### src/rtl/core/fts_pkg.sv
// ----------------------------------------------------------------------------
// fts_pkg: shared types and constants of the five-table discrete sampler
// Table geometry, queue entry format and the xorshift step.
// ----------------------------------------------------------------------------
package fts_pkg;

    localparam int MAX_OUTCOMES   = 256;
    localparam int DIGIT_BITS     = 6;
    localparam int NUM_TABLES     = 5;
    localparam int PROB_BITS      = 30;
    localparam int VAL_BITS       = 9;
    localparam int OFFSET_BITS    = 8;
    localparam int ENTRY_CNT_BITS = $clog2(MAX_OUTCOMES + 1);
    localparam int RNG_BITS       = 32;
    localparam logic [RNG_BITS-1:0] RNG_SEED = 32'd182736531;

    // table depths and address widths
    localparam int DEPTH_A  = 64;
    localparam int DEPTH_B  = 4096;
    localparam int DEPTH_C  = 16384;
    localparam int ADDR_A   = $clog2(DEPTH_A);
    localparam int ADDR_B   = $clog2(DEPTH_B);
    localparam int ADDR_C   = $clog2(DEPTH_C);
    localparam int CNT_BITS = ADDR_C + 1;
    localparam logic [CNT_BITS-1:0] TABLE_DEPTH [NUM_TABLES] = '{
        CNT_BITS'(DEPTH_A), CNT_BITS'(DEPTH_B), CNT_BITS'(DEPTH_C),
        CNT_BITS'(DEPTH_C), CNT_BITS'(DEPTH_C)
    };

    // limits t1..t5 stay below 2^32
    localparam int LIMIT_BITS = 32;

    localparam int QUEUE_DEPTH = 4;
    localparam int QPTR_BITS   = $clog2(QUEUE_DEPTH);

    localparam int S_TDATA_BITS = 32;
    localparam int S_TUSER_BITS = 2;
    localparam int M_TDATA_BITS = 16;

    // tuser[0] codes
    localparam logic MODE_LOAD = 1'b0;
    localparam logic MODE_DRAW = 1'b1;

    typedef enum logic {
        QK_LOAD = 1'b0,
        QK_DRAW = 1'b1
    } qkind_t;

    // data: probability word for loads, 30-bit draw value j for draws
    typedef struct packed {
        qkind_t                kind;
        logic                  first;
        logic [VAL_BITS-1:0]   val;
        logic [PROB_BITS-1:0]  data;
    } qentry_t;

    function automatic logic [RNG_BITS-1:0] xorshift32(input logic [RNG_BITS-1:0] x);
        logic [RNG_BITS-1:0] y;
        y = x ^ (x << 13);
        y = y ^ (y >> 17);
        y = y ^ (y << 5);
        return y;
    endfunction

endpackage

### src/rtl/core/fts_queue.sv
// ----------------------------------------------------------------------------
// fts_queue: short request queue between front and back
// Small register FIFO; the head is shown while the queue is not empty.
// ----------------------------------------------------------------------------
module fts_queue (
    input  logic             aclk,
    input  logic             aresetn,
    input  logic             push,
    input  fts_pkg::qentry_t push_entry,
    output logic             full,
    input  logic             pop,
    output logic             head_valid,
    output fts_pkg::qentry_t head
);

    fts_pkg::qentry_t                 slot_reg [fts_pkg::QUEUE_DEPTH];
    logic [fts_pkg::QPTR_BITS-1:0]    wr_ptr_reg, wr_ptr_next;
    logic [fts_pkg::QPTR_BITS-1:0]    rd_ptr_reg, rd_ptr_next;
    logic [fts_pkg::QPTR_BITS:0]      count_reg, count_next;

    assign full       = (count_reg == (fts_pkg::QPTR_BITS+1)'(fts_pkg::QUEUE_DEPTH));
    assign head_valid = (count_reg != '0);
    assign head       = slot_reg[rd_ptr_reg];

    always_comb begin
        wr_ptr_next = push ? wr_ptr_reg + 1'b1 : wr_ptr_reg;
        rd_ptr_next = pop  ? rd_ptr_reg + 1'b1 : rd_ptr_reg;
        count_next  = count_reg;
        if (push && !pop) begin
            count_next = count_reg + 1'b1;
        end else if (pop && !push) begin
            count_next = count_reg - 1'b1;
        end
    end

    always_ff @(posedge aclk) begin
        if (!aresetn) begin
            wr_ptr_reg <= '0;
            rd_ptr_reg <= '0;
            count_reg  <= '0;
        end else begin
            wr_ptr_reg <= wr_ptr_next;
            rd_ptr_reg <= rd_ptr_next;
            count_reg  <= count_next;
        end
    end

    always_ff @(posedge aclk) begin
        if (push) begin
            slot_reg[wr_ptr_reg] <= push_entry;
        end
    end

endmodule

### config.mk
export PLATFORM = sky130hd
export DESIGN_NAME = fts_queue
export DESIGN_NICKNAME = d
export VERILOG_FILES = /design/src/rtl/core/fts_pkg.sv /design/src/rtl/core/fts_queue.sv
export SDC_FILE = /design/constraint.sdc
export NUM_CORES = 1
export LEC_CHECK = 0
export ABC_AREA = 1
export BUFFER_PORTS_ARGS = -buffer_cell sky130_fd_sc_hd__buf_4
export CAP_MARGIN = 30
export CORE_ASPECT_RATIO = 0.7
export CORE_MARGIN = 2
export CORE_UTILIZATION = 25
export DETAILED_ROUTE_END_ITERATION = 8
export GPL_ROUTABILITY_DRIVEN = 0
export PLACE_DENSITY = 0.48
export SYNTH_ARGS = -nofsm -noshare
export SYNTH_HDL_FRONTEND = slang
export SYNTH_SLANG_ARGS = --single-unit
### constraint.sdc
create_clock -name aclk -period 2.2 [get_ports aclk]
set_input_delay 0.33 -clock aclk [delete_from_list [all_inputs] [get_ports aclk]]
set_output_delay 0.33 -clock aclk [all_outputs]
set_load 0.005 [all_outputs]
=== Yosys cells after proc, flatten, opt, wreduce, memory -nomap -nowiden ===
Memory sizes are Yosys's and may differ from the RTL's. A register that Yosys moved wholly into a read port is not among the register bits.
Index checks and enable logic that the tools add are counted.
W data, S select, Z words.

* Register bits after elaboration: 7
* Bits in latches: 0
* Memory bits (writable): 164
* Bits in read-only memories: 0
* Bits of input ports: 45
* Output and inout port bits: 43
* Word-level logic and storage cells: 21
* Memories: 1

{| class="wikitable"
|+ Memories
! memory !! depth !! bits a word !! rd ports !! clocked after memory_dff !! wr ports !! RTL line !! RTL
|-
| slot_reg || 4 || 41 || 1 || 1 || 1 || fts_queue.sv:16 || <nowiki>fts_pkg::qentry_t slot_reg [fts_pkg::QUEUE_DEPTH];</nowiki>
|}

* Add/sub/neg operators: 4
* Multipliers: 0
* Div/mod/pow operators: 0
* Magnitude comparators: 0
* Equality and inequality tests: 1
* Shifts and indexed selects: 0
* Multiplexer cells: 6
* Bitwise operators: 0
* Reductions and logical operators: 6

{| class="wikitable"
|+ Operator list
! kind !! number
|-
| $mux W3 || 2
|-
| $add A2 B1 Y2 const B || 2
|-
| $mux W2 || 2
|-
| $add A3 B1 Y3 const B || 1
|-
| $eq A3 B3 Y1 const B || 1
|-
| $reduce_bool A3 Y1 || 1
|-
| $sub A3 B1 Y3 const B || 1
|-
| $logic_and A1 B1 Y1 || 2
|-
| $logic_not A1 Y1 || 2
|-
| $mux W1 || 2
|-
| $reduce_bool A2 Y1 || 1
|}

=== Depth between registers and ports, before layout ===
* Depth in word-level cells: 4
* Gate-level depth with buffers: 10
* Depth with buffers taken out: 10

=== Worst setup path after synthesis ===
OpenSTA, ideal clock, no wires.

* Path type: reg2reg
* Start: reg wr_ptr_reg[0] (netlist name)
* End: mem slot_reg[2][0] (netlist name) (enable)
* Library setup time: 0.395 ns
* Arrival time: 1.394 ns
* Data required time: 1.805 ns
* Setup slack: 0.411 ns
* Cell stages (with the launch flop): 5
* Cells stage by stage: dfxtp_1 inv_1 ha_1 nand2_1 inv_1

{| class="wikitable"
|+ RTL lines
! item !! RTL line !! RTL
|-
| start, declared || fts_queue.sv:17 || <nowiki>logic [fts_pkg::QPTR_BITS-1:0] wr_ptr_reg, wr_ptr_next;</nowiki>
|-
| start signal, assigned || fts_queue.sv:42 || <nowiki>wr_ptr_reg <= wr_ptr_next;</nowiki>
|-
| end, declared || fts_queue.sv:16 ||
|}

No word-level cell before the write port.

==> impl_results.md <==
- Yosys cell types: 18
- Post-Place Cells: between 800 and 900
- Uppermost routed layer: met4
- CTS hold repair buffers: 0
- I/O pins: slightly below 90
- Switching power: 1.70 mW
- LEAKAGE: 2.91 nW
- Worst hold start: push_entry[33]
- Seq cells post-synth: 173
- Register area share after synthesis: 78.3%
- Area grow syn2layout: 26.9%
- Final layout net count: 604
- Finish-stage setup viols: 0
- Worst Clk Skew: roughly 0.0069 ns
- Worst-path clk slew: 0.07 ns
- P per Cell Area: 928 mW/mm²
- H-tree lvl count: 4
- HPWL Detailed: 9310 µm
- GRT Resource Usage Total: 11.5%
- FF-to-FF path depth: 5
- Sequential Power Share: between 40% and 50%
- DR pass1 iterations: 4
- Dpl ws: 0.607 ns
- Core Box Area: roughly 0.026 mm²
- Status: complete, no violations
- Crit path max-delay cell type: dfxtp_4
- Wirelength per Cell: 17.0 µm
- Clk pwr share: 40.8%
- Max Fclk: 491 MHz
- Latest clock arrival within the worst-skew pair: about 0.42 ns
- Setup CP Type: reg -> out
- Synth top area cells: edfxtp_1 (76%), nor2_1 (5.1%), o22ai_1 (3.9%)
- Post-route setup TNS: 0 ns
- Slew HR: 70.2%
- Worst hold stages: 1
- Post-CTS Setup Bufs: 0
- Worst path max stage delay: between 0.3 and 0.4 ns
- Avg Vias per Cell: 4.32
- Data arrival time of the worst path: ~1.7 ns
- Commonest non-fill, non-tap cell in the layout: edfxtp_1
- CTS root buf: clkbuf_16
- Total power: 7.68 mW
- Met2 WL: between 7000 and 8000 µm
- Die area: between 0.02 and 0.03 mm²
- Mean Syn Cell Area: 14.3 µm²
- Overall routed net length: 15300 µm
- Worst Path Required: 1.87 ns
- Final hold viol count: 0
- Source of the worst register-to-register timing path: wr_ptr_reg[0]
- Least-Margin Pin Slew: 0.447 ns
- First-pass GRT wire length: 23300 µm
- Maximum clock insertion buffer count: 2
- Setup ws final: roughly 0.17 ns
- Fillcell total: 2530
- Max VDD drop: around 0.54 mV
- Cells after synthesis: 455
- Largest register FFs: about 160
- Met3 Wirelength: 672 µm
- Unrepaired setup endpoints after global routing: false
- Site row count: 49
- PortBufs: 87
- Critical path, cell by cell: inv_2 > buf_12 > o21ai_0 > o22ai_1 > buf_4
- Worst Setup End Kind: output pin
- Met1 wire length: ~7300 µm
- Gate power share: 9.8%
- Commonest non-fill, non-tap cells in the layout: edfxtp_1 (164), buf_4 (95), nor2_1 (88), o21ai_1 (47)
- Power Internal: 5.98 mW
- CP Launch Type: register
- Number of global-route vias before repair: 3982
- Gr ovfl total: 0
- Initial drt markers: 196
- Layout cells sized above 1: 24.9%
- Die Y: 139 µm
- Post-CTS resize count: 0
- Slew Viols, Final: 0
- Share of the synthesized area in the top cell type: 75.5%
- DRC viols: 0
- Syn Nets: 506
- Initial antenna violation count: 0
- Maxcap violations: 0
- R2r setup slk: 0.64 ns
- Initial core utilization: between 20% and 30%
- Crit share post-route: 92.5%
- Hold endpoint: slot_reg[3][33]
- TritonCTS clock tree: done
- Die Width: 197 µm
- # clock sinks: approximately 170
- DRT antenna net count: 0
- Critical Path Fanout Max: 52
- Antenna Cells: 0
- Switching share of power: 22.1%
- Num CTS Buffers: 17
- Hold Path Class: in -> reg
- Vias: just under 4000
- Period minus WS final: 2.03 ns
- Post-Syn Area: 0.00652 mm²
- R2R Path End: slot_reg[2][7]
- Synth warn: 0
- Fin cells: 897
- Largest net degree at the start of global routing: 60
- Cell taking the most area after synthesis: edfxtp_1
[cells by family after synthesis]
kind of cell / synth area share (%)
flip-flops: 78.3
buffers and inverters: 3.53
AO/OA/AOI/OAI: 11.0
adder cells (fa/ha/maj): 1.27
AND/OR/NAND/NOR: 5.89
[synth_stat cells]
cell / number
buf_2: 16
nand2_1: 10
nor2_1: 88
inv_1: 15
o21ai_0: 41
edfxtp_1: 164
buf_4: 4
a21oi_1: 4
fa_1: 1
o21ai_1: 47
nand3_1: 1
dfxtp_1: 9
buf_6: 5
nand4_1: 1
ha_1: 5
o22ai_1: 41
inv_2: 2
nor3_1: 1
[worst max-delay path by stage]
| stage | start | to | slack [ns] | cells after the start |
|---|---|---|---|---|
| 2_1_floorplan | wr_ptr_reg[0] | slot_reg[2][0] | 0.41 | 4 |
| 3_3_place_gp | register | head[11] | 0.63 | 5 |
| 3_5_place_dp | wr_ptr_reg[0] | slot_reg[2][13] | 0.61 | 5 |
| 4_1_cts | register | head[11] | 0.15 | 5 |
| 5_1_grt | register | head[11] | 0.06 | 5 |
| 6_report | register | head[34] | 0.17 | 5 |
[power by group through the flow]
stage          Sequential [mW]  Clock (mW)  Combinational, mW
6_report                  3.79        3.13              0.755
2_1_floorplan             3.86           0              0.347
3_5_place_dp              3.87           0              0.781
3_3_place_gp              3.86           0              0.758
5_1_grt                   3.80        3.35              0.840
4_1_cts                   3.79        3.23              0.782
[routing by layer]
metal / vias up / global-route usage [%]
met5: - / 0
met2: 72 / 18.5
met1: 1910 / 14.7
met4: 0 / 3.56
li1: 1882 / -
met3: 11 / 3.84
[layout make-up]
class	instances	area (µm²)	share of cell area [%]
Clock buffer	20	437	5.28
Clock inverter	12	173	2.09
Inverter	17	63.8	0.771
Multi-Input combinational cell	240	1180	14.3
Sequential cell	173	5110	61.8
Tap cell	331	414	5.01
Timing Repair Buffer	104	893	10.8
[stage by stage]
| step | hold slack [ns] | area (µm²) | utilization, % |
|---|---|---|---|
| CTS | 0.0752 | 8270 | 32.3 |
| finish | 0.102 | 8270 | 32.3 |
| floorplan | 0.412 | 6520 | - |
| global placement | 0.425 | 7660 | 29.9 |
| global route | 0.0807 | 8270 | 32.3 |
| detailed placement | 0.440 | 7660 | 29.9 |
[worst max-delay path: cells and delay by family, from the launching register on]
| family | cells | cell delay (ns) |
|---|---|---|
| buffers and inverters | 3 | 0.45 |
| AO/OA/AOI/OAI | 2 | 0.40 |
| flip-flops | 1 | 0.36 |
No activity file was read; power rests on OpenSTA's default activity.
