## src/rtl/core/fts_pkg.sv

```systemverilog
// ----------------------------------------------------------------------------
// fts_pkg: shared types and constants of the five-table discrete sampler
// Table geometry, queue entry format and the xorshift step.
// ----------------------------------------------------------------------------
package fts_pkg;

    localparam int MAX_OUTCOMES   = 256;
    localparam int DIGIT_BITS     = 6;
    localparam int NUM_TABLES     = 5;
    localparam int PROB_BITS      = 30;
    localparam int VAL_BITS       = 9;
    localparam int OFFSET_BITS    = 8;
    localparam int ENTRY_CNT_BITS = $clog2(MAX_OUTCOMES + 1);
    localparam int RNG_BITS       = 32;
    localparam logic [RNG_BITS-1:0] RNG_SEED = 32'd182736531;

    // table depths and address widths
    localparam int DEPTH_A  = 64;
    localparam int DEPTH_B  = 4096;
    localparam int DEPTH_C  = 16384;
    localparam int ADDR_A   = $clog2(DEPTH_A);
    localparam int ADDR_B   = $clog2(DEPTH_B);
    localparam int ADDR_C   = $clog2(DEPTH_C);
    localparam int CNT_BITS = ADDR_C + 1;
    localparam logic [CNT_BITS-1:0] TABLE_DEPTH [NUM_TABLES] = '{
        CNT_BITS'(DEPTH_A), CNT_BITS'(DEPTH_B), CNT_BITS'(DEPTH_C),
        CNT_BITS'(DEPTH_C), CNT_BITS'(DEPTH_C)
    };

    // limits t1..t5 stay below 2^32
    localparam int LIMIT_BITS = 32;

    localparam int QUEUE_DEPTH = 4;
    localparam int QPTR_BITS   = $clog2(QUEUE_DEPTH);

    localparam int S_TDATA_BITS = 32;
    localparam int S_TUSER_BITS = 2;
    localparam int M_TDATA_BITS = 16;

    // tuser[0] codes
    localparam logic MODE_LOAD = 1'b0;
    localparam logic MODE_DRAW = 1'b1;

    typedef enum logic {
        QK_LOAD = 1'b0,
        QK_DRAW = 1'b1
    } qkind_t;

    // data: probability word for loads, 30-bit draw value j for draws
    typedef struct packed {
        qkind_t                kind;
        logic                  first;
        logic [VAL_BITS-1:0]   val;
        logic [PROB_BITS-1:0]  data;
    } qentry_t;

    function automatic logic [RNG_BITS-1:0] xorshift32(input logic [RNG_BITS-1:0] x);
        logic [RNG_BITS-1:0] y;
        y = x ^ (x << 13);
        y = y ^ (y >> 17);
        y = y ^ (y << 5);
        return y;
    endfunction

endpackage

```

## src/rtl/core/fts_front.sv

```systemverilog
// ----------------------------------------------------------------------------
// fts_front: request intake and classification
// Advances the generator for draws, numbers outcomes for loads, drops loads
// past the outcome limit and pushes queue entries.
// ----------------------------------------------------------------------------
module fts_front (
    input  logic                              aclk,
    input  logic                              aresetn,
    input  logic                              s_tvalid,
    output logic                              s_tready,
    input  logic [fts_pkg::S_TDATA_BITS-1:0]  s_tdata,
    input  logic [fts_pkg::S_TUSER_BITS-1:0]  s_tuser,
    input  logic                              cfg_we,
    input  logic [fts_pkg::OFFSET_BITS-1:0]   cfg_wdata,
    input  logic                              q_full,
    output logic                              q_push,
    output fts_pkg::qentry_t                  q_entry
);

    logic [fts_pkg::RNG_BITS-1:0]       rng_reg, rng_next;
    logic [fts_pkg::ENTRY_CNT_BITS-1:0] entry_cnt_reg, entry_cnt_next;
    logic [fts_pkg::OFFSET_BITS-1:0]    offset_reg, offset_next;

    logic                               accept, is_draw, first, room;
    logic [fts_pkg::ENTRY_CNT_BITS-1:0] eff_cnt;
    logic [fts_pkg::RNG_BITS-1:0]       rng_step;

    assign s_tready = !q_full;
    assign accept   = s_tvalid && s_tready;
    assign is_draw  = (s_tuser[0] == fts_pkg::MODE_DRAW);
    assign first    = s_tuser[1];
    assign eff_cnt  = first ? '0 : entry_cnt_reg;
    assign room     = (eff_cnt < fts_pkg::ENTRY_CNT_BITS'(fts_pkg::MAX_OUTCOMES));
    assign rng_step = fts_pkg::xorshift32(rng_reg);
    assign q_push   = accept && (is_draw || room);

    always_comb begin
        q_entry.kind  = is_draw ? fts_pkg::QK_DRAW : fts_pkg::QK_LOAD;
        q_entry.first = first;
        q_entry.val   = fts_pkg::VAL_BITS'(eff_cnt) + fts_pkg::VAL_BITS'(offset_reg);
        q_entry.data  = is_draw ? rng_step[fts_pkg::RNG_BITS-1:2]
                                : s_tdata[fts_pkg::PROB_BITS-1:0];

        rng_next       = rng_reg;
        entry_cnt_next = entry_cnt_reg;
        offset_next    = cfg_we ? cfg_wdata : offset_reg;
        if (accept && is_draw) begin
            rng_next = rng_step;
        end
        if (accept && !is_draw && room) begin
            entry_cnt_next = eff_cnt + 1'b1;
        end
    end

    always_ff @(posedge aclk) begin
        if (!aresetn) begin
            rng_reg       <= fts_pkg::RNG_SEED;
            entry_cnt_reg <= '0;
            offset_reg    <= '0;
        end else begin
            rng_reg       <= rng_next;
            entry_cnt_reg <= entry_cnt_next;
            offset_reg    <= offset_next;
        end
    end

endmodule

```

## config.mk

```make
export PLATFORM = sky130hd
export DESIGN_NAME = fts_front
export DESIGN_NICKNAME = d
export VERILOG_FILES = /design/src/rtl/core/fts_pkg.sv /design/src/rtl/core/fts_front.sv
export SDC_FILE = /design/constraint.sdc
export NUM_CORES = 1
export LEC_CHECK = 0
export CAP_MARGIN = 20
export CORE_ASPECT_RATIO = 1.4
export CORE_MARGIN = 2
export CORE_UTILIZATION = 40
export CTS_CLUSTER_SIZE = 8
export DETAILED_ROUTE_END_ITERATION = 10
export DONT_BUFFER_PORTS = 1
export GPL_TIMING_DRIVEN = 1
export SLEW_MARGIN = 20
export SYNTH_ARGS = -nofsm -noshare
export SYNTH_HDL_FRONTEND = slang
export SYNTH_SLANG_ARGS = --single-unit
```

## constraint.sdc

```tcl
create_clock -name aclk -period 4.5 [get_ports aclk]
set_clock_uncertainty 0.2 [all_clocks]
set_input_delay 1.125 -clock aclk [delete_from_list [all_inputs] [get_ports aclk]]
set_output_delay 1.125 -clock aclk [all_outputs]
set_load 0.1 [all_outputs]
```

# [After elaboration in Yosys (flattened, before gate mapping)]
# Index checks and enable logic that the tools add are counted.
[word_totals] reg_bits=49 latchBits=0 ram_bits=0 mem_bits_ro=0 input_bits=47 output_inout_bits=43 word_cells=20 n_memories=0
[op_classes] add_sub_neg=2 multipliers=0 n_div=0 magnitude_cmp=1 eq_ne=0 n_shift=0 mux=3 n_bitwise=3 n_reduce_logical=8
[ops] cell="32-bit bitwise XOR" count=2
[ops] cell="32-bit by 15-bit bitwise XOR with 32-bit output" count=1
[ops] cell="30-bit two-way mux" count=1
[ops] cell="9-bit by 1-bit adder with 9-bit output (second input constant)" count=1
[ops] cell="9-bit by 8-bit adder with 9-bit output" count=1
[ops] cell="9-bit less-than comparator (second input constant)" count=1
[ops] cell="9-bit two-way mux" count=1
[ops] cell="1-bit logical AND" count=5
[ops] cell="1-bit zero test" count=2
[ops] cell="1-bit logical OR" count=1
[ops] cell="1-bit two-way mux" count=1

# [Logic depth before layout (Yosys ltp)]
[logic_depth] ltp_word=4 ltp_mapped=11 depth_no_buf=9

# [Least setup slack after synthesis]
# OpenSTA, ideal clock, no wires.
[synth_path] kind="input port to output port" from="input port s_tuser[1] (netlist name)" to="output port q_entry[38] (netlist name)" t_arrival_ns=4.485 required_ns=3.175 slack_ns=-1.310 cell_stages=11 path_buffers=2 path_cell_list="buf_2 > clkbuf_1 > nor2b_1 > ha_1 > inv_1 > fa_1 > nor4bb_1 > a31oi_1 > nand4_1 > a221oi_1 > xnor2_1"
[synth_rtl] element="from (decl)" line="fts_front.sv:12" text="input logic [fts_pkg::S_TUSER_BITS-1:0] s_tuser,"
[synth_rtl] element="to (decl)" line="fts_front.sv:17" text="output fts_pkg::qentry_t q_entry"

==> reports/qor.log <==
INFO  status         outcome=complete, no violations
INFO  finish         area_growth_syn_to_layout=16.4%
INFO  timing         achievable-frequency=229MHz
INFO  finish         layout.nets=514
INFO  power_and_ir_drop totalPowerFinal=1.61mW
INFO  yosys          synth.distinct_cells=51
INFO  grt            first_global_vias=2,870
INFO  timing         slew_margin_rel=30.0%
INFO  detailed_routing viasPerCell=5.26
INFO  clocking       cts-htree-levels=2
INFO  setup_path     critical_path_peak_fanout=23
INFO  timing         timing.final.crit_share=96.9%
INFO  detailed_routing post-route-drc-count=0
INFO  yosys          postSynthRegisterBits=49
INFO  yosys          synth_flop_cell=sky130_fd_sc_hd__dfxtp_1
INFO  grt            initial_antenna_violation_count=0
INFO  yosys          synth_enable_flop_cells=0
INFO  yosys          synthDominantCellAreaShare=25.6%
INFO  floorplanning  die_area=0.0104mm²
INFO  setup_path     worstPathRequired=3.17ns
INFO  power_and_ir_drop p_int=0.876mW
INFO  detailed_routing postRouteAntennaNets=0
INFO  yosys          syn_nets=507
INFO  setup_path     critPathKind=input port to primary output
INFO  finish         largest_register_ffs=32
INFO  floorplanning  core-area=0.00941mm²
INFO  yosys          synth_async_sr_flop_share=0%
INFO  power_and_ir_drop leak_pwr=1.68nW
INFO  detailed_routing route.vias.total=2,997
INFO  grt            grt.total_usage=17.1%
INFO  power_and_ir_drop switching_share=45.4%
INFO  yosys          postSynthCellCount=453
INFO  floorplanning  ios=90
INFO  clocking       tritoncts=yes
INFO  floorplanning  die_height=120µm
INFO  setup_path     critPathSlowestCell=sky130_fd_sc_hd__a221oi_4
INFO  yosys          synth_warnings=0
INFO  finish         final_layout_size_suffix_gt1_share=21.1%
INFO  floorplanning  die-width=86.8µm
INFO  place          placedInstanceArea=0.00432mm²
INFO  yosys          synth_area=0.00384mm²
INFO  detailed_routing router_iterations_before_antenna_repair=4
INFO  place          hpwlAfterDp=6.16mm
INFO  finish         finalInstanceArea=0.00447mm²
INFO  timing         timing_worst_slew_pin_value=1.05ns
INFO  yosys          synth-seq-area-share=25.6%
INFO  timing         report.final.slew_viol_count=0
INFO  yosys          synth_top_area_cells=sky130_fd_sc_hd__dfxtp_1 (26%), sky130_fd_sc_hd__xnor2_1 (13%), sky130_fd_sc_hd__xor2_1 (8.4%), sky130_fd_sc_hd__mux2i_1 (3.4%), sky130_fd_sc_hd__a21oi_1 (3.3%)
INFO  hold_path      hold_path.class=flip-flop to flip-flop
INFO  timing         final-hold-violation-count=0
INFO  timing         fin_setup_tns=0ns
INFO  setup_path     worst-path-buf-inv=0
INFO  power_and_ir_drop seq_power_share=30.2%
INFO  timing         minimum_clock_period_after_layout=4.36ns
INFO  detailed_routing detail_route.wirelength=8.50mm
INFO  clocking       cts-root-buf=sky130_fd_sc_hd__clkbuf_16
INFO  setup_path     cpPeakStageDelay=0.38ns
INFO  clocking       cts_num_sinks=49
INFO  grt            grt_max_degree=60
INFO  finish         fillerInstances=913
INFO  finish         antenna_diode_count=0
INFO  power_and_ir_drop power_per_cell_area=359mW/mm²
INFO  yosys          syn_avg_cell_area=8.47µm²
INFO  power_and_ir_drop peakVddDrop=0.286mV
INFO  clocking       postCtsResizedCells=0
INFO  flow_run       cap_violations=0
INFO  clocking       cts.hold.buffers_added=0
INFO  floorplanning  core.rowCount=42
INFO  clocking       insertion_delay=0.29ns
INFO  power_and_ir_drop power.share.clock=23.8%
INFO  setup_path     cp.arrival=3.03ns
INFO  floorplanning  initial_utilization=40.8%
INFO  clocking       cts.clk_slew.worst_paths=0.06ns
INFO  power_and_ir_drop switchingPower=0.729mW
INFO  setup_path     cpLargestDelayFamily=adder cells
INFO  place          finalWeightedCongestion=0.830
INFO  grt            grt_overflow_total=0
INFO  place          port_buffers=0
INFO  grt            global_route_wire_length_before_repair=14.2mm
INFO  clocking       numCtsBuffers=5
INFO  setup_path     timing.critical_path.cells=nor2b_1 > ha_1 > a21o_1 > maj3_2 > and3_1 > a221oi_4 > xnor2_4
INFO  timing         rsz0062_at_grt=no
INFO  setup_path     cp-start-kind=input port
INFO  yosys          synth_area_leader_cell=sky130_fd_sc_hd__dfxtp_1
INFO  clocking       maximum_clock_insertion_buffer_count=2
INFO  setup_path     critical_path.endpoint_type=primary output
INFO  detailed_routing route.detailed.wl_per_inst=14.9µm
INFO  power_and_ir_drop comb_power_share=46.0%
INFO  detailed_routing drt_iter0_markers=96
INFO  timing         timing.final.setup_violations=0
routing by layer:
layer	wire length (µm)	share of wire (%)	vias to the layer above	GRT usage [%]
met2	4420	52	72	30.6
met1	3620	43	1399	20.4
met5	0	0	-	0
met4	123	1.4	0	5.08
met3	340	4.0	10	3.09
li1	-	-	1516	-
layout make-up:
| type | count | area [µm²] | share of cell area (%) |
|---|---|---|---|
| clock buffer | 7 | 143 | 3.19 |
| inverter | 9 | 33.8 | 0.756 |
| multi-input combinational | 363 | 2890 | 64.8 |
| sequential | 49 | 981 | 22.0 |
| tap | 110 | 138 | 3.08 |
| timing repair buffer | 32 | 278 | 6.22 |
power groups by stage:
stage          Clock [mW]  Sequential [mW]  Combinational [mW]
6_report            0.381            0.485               0.739
5_1_grt             0.411            0.489               0.774
4_1_cts             0.391            0.485               0.745
3_5_place_dp            0            0.495               0.740
3_3_place_gp            0            0.493               0.737
2_1_floorplan           0            0.484               0.670
per-stage QoR:
step | cells | hold WS (ns) | util, % | worst slack, ns
after floorplan | 453 | 0.266 | - | -0.553
after global placement | 562 | 0.285 | 45.9 | 0.135
after detailed placement | 562 | 0.297 | 45.9 | 0.109
after CTS | 569 | 0.306 | 47.4 | 0.104
after global routing | 570 | 0.338 | 47.5 | 0.00597
final | 570 | 0.305 | 47.5 | 0.142
path summary, 6_finish.rpt:
kind	to	slack, ns	from	cells after the start
setup / recovery	q_entry[37]	0.14	s_tuser[1]	7
hold reg to reg	entry_cnt_reg[1]	0.31	entry_cnt_reg[1]	2
hold / removal	entry_cnt_reg[1]	0.31	entry_cnt_reg[1]	2
setup reg to reg	rng_reg[15]	2.41	rng_reg[14]	5
worst register-to-register path: stages, from the launching register on:
cell and delay [ns]:
sky130_fd_sc_hd__dfxtp_1 0.38, sky130_fd_sc_hd__xnor2_1 0.40, sky130_fd_sc_hd__xor2_1 0.44, sky130_fd_sc_hd__xor2_1 0.14, sky130_fd_sc_hd__or3_1 0.32, sky130_fd_sc_hd__a21boi_0 0.16
Yosys cell counts (4+ instances only):
cell                        instances
sky130_fd_sc_hd__a21boi_0           9
sky130_fd_sc_hd__a21oi_1           25
sky130_fd_sc_hd__a31oi_1            5
sky130_fd_sc_hd__and2_1            15
sky130_fd_sc_hd__clkbuf_1          24
sky130_fd_sc_hd__dfxtp_1           49
sky130_fd_sc_hd__ha_1               6
sky130_fd_sc_hd__inv_1              9
sky130_fd_sc_hd__mux2_2             8
sky130_fd_sc_hd__mux2i_1           13
sky130_fd_sc_hd__nand2_1           32
sky130_fd_sc_hd__nand3_1            9
sky130_fd_sc_hd__nor2_1            30
sky130_fd_sc_hd__nor2b_1           19
sky130_fd_sc_hd__o2111ai_1          4
sky130_fd_sc_hd__o21ai_0           22
sky130_fd_sc_hd__or3_1             16
sky130_fd_sc_hd__xnor2_1           58
sky130_fd_sc_hd__xnor2_2            7
sky130_fd_sc_hd__xor2_1            37
sky130_fd_sc_hd__xor2_2             7
layout by cell type (no fill, tap or decap), types with 3 or more instances in the layout:
cell type and count:
sky130_fd_sc_hd__a21boi_0 9, sky130_fd_sc_hd__a21boi_1 3, sky130_fd_sc_hd__a21oi_2 23, sky130_fd_sc_hd__a31oi_1 5, sky130_fd_sc_hd__and2_1 15, sky130_fd_sc_hd__and3_1 3
sky130_fd_sc_hd__buf_12 3, sky130_fd_sc_hd__buf_4 29, sky130_fd_sc_hd__clkbuf_16 5, sky130_fd_sc_hd__dfxtp_1 49, sky130_fd_sc_hd__ha_1 5, sky130_fd_sc_hd__inv_1 8
sky130_fd_sc_hd__mux2_2 8, sky130_fd_sc_hd__mux2i_1 13, sky130_fd_sc_hd__nand2_1 32, sky130_fd_sc_hd__nand2b_1 3, sky130_fd_sc_hd__nand3_1 9, sky130_fd_sc_hd__nand4_1 3
sky130_fd_sc_hd__nor2_1 30, sky130_fd_sc_hd__nor2b_1 18, sky130_fd_sc_hd__nor3_1 3, sky130_fd_sc_hd__o2111ai_1 4, sky130_fd_sc_hd__o21ai_0 22, sky130_fd_sc_hd__or3_1 16
sky130_fd_sc_hd__xnor2_1 53, sky130_fd_sc_hd__xnor2_2 10, sky130_fd_sc_hd__xor2_1 36, sky130_fd_sc_hd__xor2_2 7
cell families after synthesis:
family	count (synthesis)	synth area share, %
DFF	49	25.6
adders and majority gates	8	2.74
muxes	21	5.74
xor gates and xnor gates	112	29.4
AOI/OAI and AO/OA	79	12.5
buffers and inverters	41	4.43
and+or+nand+nor	143	19.6
repair_timing:
action / CTS / global route
setup endpoints to repair: 0 / 2
hold endpoints to repair: 0 / 0
setup buffers: 0 / 1
Note: power is estimated with default switching activity, not from simulation.
